### src/sv/cloud_texture_sum_of_sines_core_defines.svh
// Assertion macros for the cloud texture core.
// Used by the top level only; no other dependencies.
`ifndef CLOUD_TEXTURE_SUM_OF_SINES_CORE_DEFINES_SVH
`define CLOUD_TEXTURE_SUM_OF_SINES_CORE_DEFINES_SVH

// Same-cycle implication, disabled in reset
`define CTSS_ASSERT_NOW(label, clk, rst_n, ante, cons, msg) \
  label: assert property (@(posedge clk) disable iff (!rst_n) (ante) |-> (cons)) else $error(msg);

// Next-cycle implication, disabled in reset
`define CTSS_ASSERT_NEXT(label, clk, rst_n, ante, cons, msg) \
  label: assert property (@(posedge clk) disable iff (!rst_n) (ante) |=> (cons)) else $error(msg);

`endif

### src/sv/ctss_pkg.sv
// Package for the cloud texture core: field widths, register codes,
// angle type and the elaboration-time sine table and amplitude functions.
package ctss_pkg;

  localparam int COORD_W    = 32;
  localparam int CFG_DATA_W = 16;
  localparam int CFG_IDX_W  = 2;
  localparam int TURN_BITS  = 25;
  localparam int SINE_W     = 16;
  localparam int AXIS_W     = 48;   // 17-bit signed freq times 32-bit coord

  localparam longint Q30_ONE    = 64'sd1 <<< 30;
  localparam longint HalfPiQ30  = 64'sd1686629713;
  localparam longint AmpDecay   = 64'sd23167;
  localparam longint TaylorDiv [5] = '{110, 72, 42, 20, 6};

  typedef enum logic [CFG_IDX_W-1:0] {
    CFG_CONTRAST = 2'd0,
    CFG_FREQ_X   = 2'd1,
    CFG_FREQ_Y   = 2'd2
  } ctss_cfg_idx_t;

  // Angle in turns: low bits of the angle and a flag for angle <= 0
  typedef struct packed {
    logic                 neg;
    logic [TURN_BITS-1:0] mag;
  } ctss_ang_t;

  // Quarter-wave sine entry m for a table of 2^lg entries (Q1.15)
  function automatic logic signed [SINE_W-1:0] quarter_sine(input int m, input int lg);
    longint u, x, x2, t, s, e;
    u = 64'sd4 * longint'(m);
    x = (u * HalfPiQ30 + (64'sd1 <<< (lg - 1))) >>> lg;
    x2 = (x * x) >>> 30;
    t = Q30_ONE;
    for (int i = 0; i < 5; i++) begin
      t = Q30_ONE - (((x2 * t) >>> 30) / TaylorDiv[i]);
    end
    if (t < 0) t = 0;
    s = (x * t) >>> 30;
    e = (s + 64'sd16384) >>> 15;
    if (e > 64'sd32767) e = 64'sd32767;
    return SINE_W'(e);
  endfunction

  // Octave amplitude in Q15: 0.707 decay per octave
  function automatic logic [16:0] amp_coef(input int oct);
    longint c;
    c = 64'sd32768;
    for (int i = 0; i < oct; i++) begin
      c = (c * AmpDecay + 64'sd16384) >>> 15;
    end
    return 17'(c);
  endfunction

endpackage

### src/sv/ctss_sine.sv
// Sine of an angle in turns from a quarter-wave table, Q1.15 result.
// Depends on ctss_pkg (angle type, table function).
module ctss_sine import ctss_pkg::*; #(
  parameter int DEPTH = 512
) (
  input  ctss_ang_t                ang,
  output logic signed [SINE_W-1:0] sine
);

  localparam int L  = $clog2(DEPTH);
  localparam int QD = DEPTH / 4;

  logic [TURN_BITS-1:0]      r;
  logic [TURN_BITS:0]        rsum;
  logic [L-1:0]              idx;
  logic [1:0]                quad;
  logic [L-3:0]              j;
  logic [L-2:0]              uidx;
  logic signed [SINE_W-1:0]  qtab [QD+1];
  logic signed [SINE_W-1:0]  mag;

  // Quarter-wave table, built at elaboration
  for (genvar k = 0; k <= QD; k++) begin : g_tab
    localparam logic signed [SINE_W-1:0] Entry = quarter_sine(k, L);
    assign qtab[k] = Entry;
  end

  // Fold to magnitude, round to table index, mirror by quadrant
  always_comb begin
    r    = ang.neg ? (~ang.mag + 1'b1) : ang.mag;
    rsum = {1'b0, r} + ((TURN_BITS+1)'(1) << (TURN_BITS - 1 - L));
    idx  = rsum[TURN_BITS-1 -: L];
    quad = idx[L-1 -: 2];
    j    = idx[L-3:0];
    uidx = quad[0] ? ((L-1)'(QD) - {1'b0, j}) : {1'b0, j};
    mag  = qtab[uidx];
    sine = (quad[1] ^ ang.neg) ? -mag : mag;
  end

endmodule

### config.mk
export PLATFORM = sky130hd
export DESIGN_NAME = ctss_sine
export DESIGN_NICKNAME = d
export VERILOG_FILES = /design/src/sv/cloud_texture_sum_of_sines_core_defines.svh /design/src/sv/ctss_pkg.sv /design/src/sv/ctss_sine.sv
export SDC_FILE = /design/constraint.sdc
export NUM_CORES = 1
export LEC_CHECK = 0
export BUFFER_PORTS_ARGS = -buffer_cell sky130_fd_sc_hd__buf_2
export CORE_UTILIZATION = 40
export DETAILED_ROUTE_END_ITERATION = 7
export GPL_TIMING_DRIVEN = 0
export PLACE_DENSITY = 0.55
export REMOVE_ABC_BUFFERS = 1
export SLEW_MARGIN = 20
export SYNTH_ARGS = -nofsm -noshare
export SYNTH_HDL_FRONTEND = slang
export SYNTH_SLANG_ARGS = --single-unit
export TNS_END_PERCENT = 100
### constraint.sdc
create_clock -name vclk -period 19.01
set_input_delay 1.901 -clock vclk [all_inputs]
set_output_delay 1.901 -clock vclk [all_outputs]
set_load 0.01 [all_outputs]
==> results.json <==
{
  "fp.dieH_um": 107,
  "top_layer_used": "met4",
  "cts-resized-gates": 0,
  "worstHoldPathType": "in2out",
  "worstPathArrival_ps": 10690,
  "layout_setup_ws_ps": 6420,
  "switching_share_pct": 67.7,
  "setup_tns_ps": 0,
  "p_sw_w": 0.000315,
  "report.final.setup_viol": 0,
  "drtAntennaViolNets": 0,
  "crit_type": "in2out",
  "critical_path_required_ps": 17110,
  "pwr-share-comb_pct": 100.0,
  "worst_path_largest_cell_delay_ps": 1010,
  "rsz0062_at_grt": "no",
  "drv_slew": 0,
  "pin_count": 42,
  "wl_met1_um": 8720,
  "syn-cell-area_um2": 4450,
  "core_um2": 10800,
  "synth.distinct_cells": 93,
  "gp_congestion": 0.965,
  "yosysSeqAreaShare_pct": 0,
  "drive_gt1_share_pct": 14.5,
  "initial_core_util_pct": 41.1,
  "crit_family": "simple AND/OR/NAND/NOR gates",
  "cp.buffers_inverters": 4,
  "dr.pass1.iters": 5,
  "clock_buffers": 0,
  "met2_length_um": 8460,
  "leakagePower_nw": 1.58,
  "layout.nets": 695,
  "post_cts_buffers": 0,
  "crit_chain": "buf_2 -> nor3_1 -> nand4_1 -> o21ai_0 -> xnor2_1 -> ha_1 -> inv_1 -> ha_1 -> nand3_1 -> nand2_1 -> inv_2 -> ha_1 -> nor2_1 -> nand2_1 -> nor4_1 -> a211oi_1 -> o221ai_1 -> nand3_1 -> a311oi_2 -> o21ai_1 -> nor3_2 -> a41o_1 -> xor2_1 -> buf_2",
  "die_x_um": 107,
  "syn_inst": 669,
  "grt_use_total_pct": 35.6,
  "cp_max_fo": 27,
  "pre_cts_ws_ps": 6780,
  "end_kind": "primary output",
  "syn2layout_area_growth_pct": 4.52,
  "syn_avg_cell_area_um2": 6.65,
  "power_density_nw_per_um2": 100,
  "routed_via_density": 7.61,
  "ys_warn_count": 0,
  "grt_pass1_vias": 5436,
  "port_buffers": 42,
  "p_int_w": 0.000151,
  "grt_first_pass_wirelength_um": 32000,
  "fin_crit_ps": 12590,
  "maxSlewHeadroom_pct": 22.7,
  "tightest_slew_ps": 1160,
  "finish.utilization_pct": 42.9,
  "max-vdd-ir-drop_uv": 43.6,
  "nFlopsAndLatches": 0,
  "outcome": "completed",
  "globalRouteOverflowTotal": 0,
  "antenna_cells": 0,
  "cp-start-kind": "input pin",
  "hold_viol": 0,
  "timing.final.crit_share_pct": 66.2,
  "grt_max_degree": 39,
  "clock.fmax_mhz": 79.4,
  "drv_cap": 0,
  "power_w": 0.000466,
  "clkPwrFrac_pct": 0,
  "register_area_um2": 0,
  "cts_hold_buf": 0,
  "drc_errors": 0,
  "layout_commonest_cell": "a21oi_1",
  "seq_power_share_pct": 0,
  "antenna_found_initial": 0,
  "drt-total-wl_um": 20800,
  "via_count": 6011,
  "drtIter0Drc": 830,
  "num_rows": 38,
  "die-area_um2": 11600,
  "wl_met3_um": 2650,
  "final_cell_mix": "a21oi_1 (59), o21ai_0 (45), nand2_1 (45)",
  "critical-path-slowest-cell": "ha_1",
  "wl_per_cell_um": 26.3,
  "crit_top_cell": "ha_1",
  "dp_hpwl_um": 15100
}
cell usage after synthesis (7+ instances only):
| cell | instances | share of area, % |
|---|---|---|
| a211oi_1 | 15 | 2.5 |
| a21o_1 | 7 | 1.2 |
| a21oi_1 | 59 | 6.6 |
| a31oi_1 | 15 | 2.1 |
| and2_1 | 8 | 1.1 |
| buf_2 | 19 | 2.1 |
| clkbuf_1 | 35 | 3.0 |
| ha_1 | 17 | 4.8 |
| inv_1 | 19 | 1.6 |
| nand2_1 | 46 | 3.9 |
| nand3_1 | 28 | 3.1 |
| nand4_1 | 11 | 1.5 |
| nor2_1 | 44 | 3.7 |
| nor3_1 | 26 | 2.9 |
| o2111ai_1 | 7 | 1.4 |
| o211ai_1 | 29 | 4.9 |
| o21ai_0 | 45 | 5.1 |
| o221ai_1 | 7 | 1.4 |
| o22ai_1 | 15 | 2.1 |
| xnor2_1 | 19 | 3.7 |
| xor2_1 | 11 | 2.2 |
area by class of cell:
cell class | count | area [µm²]
Fill cell | 1190 | 6190
Multi-Input combinational cell | 582 | 4120
Timing Repair Buffer | 46 | 280
Tap cell | 140 | 175
Inverter | 22 | 82.6
logic make-up after synthesis:
group           after synthesis  share of synthesized area [%]
xor+xnor                     32                           6.77
mux                          10                           2.89
compound gates              311                           50.9
buf+inv                      87                           8.54
fa+ha+maj                    17                           4.78
simple gates                212                           26.1
power groups by stage:
| stage | combinational, W | clock, W | sequential, W |
|---|---|---|---|
| after CTS | 0.000446 | 0 | 0 |
| after floorplan | 0.000295 | 0 | 0 |
| after global placement | 0.000442 | 0 | 0 |
| after detailed placement | 0.000445 | 0 | 0 |
| final | 0.000466 | 0 | 0 |
| after global routing | 0.000492 | 0 | 0 |
per-stage QoR:
step	instances	cell area (µm²)	hold WS (ps)
2_1_floorplan	604	4150	4300
3_3_place_gp	786	4540	4540
3_5_place_dp	790	4650	4570
4_1_cts	790	4650	4570
5_1_grt	790	4650	4540
6_report	790	4650	4500
path summary, 6_finish.rpt:
path              startpoint  endpoint  slack [ps]  cells past startpoint
setup / recovery      ang[0]  sine[14]        6420                     24
hold / removal       ang[24]   sine[1]        4500                      5
layer usage:
metal,global-route usage [%],vias to the layer above
li1,-,2643
met1,48.9,2815
met2,52.2,465
met3,9.69,88
met4,13.8,0
met5,0,-
worst min-delay path: stages:
cell	delay, ps
buf_2	80
xor2_1	80
xor2_2	240
mux2i_1	150
buf_2	130
(Power assumes the default switching activity.)
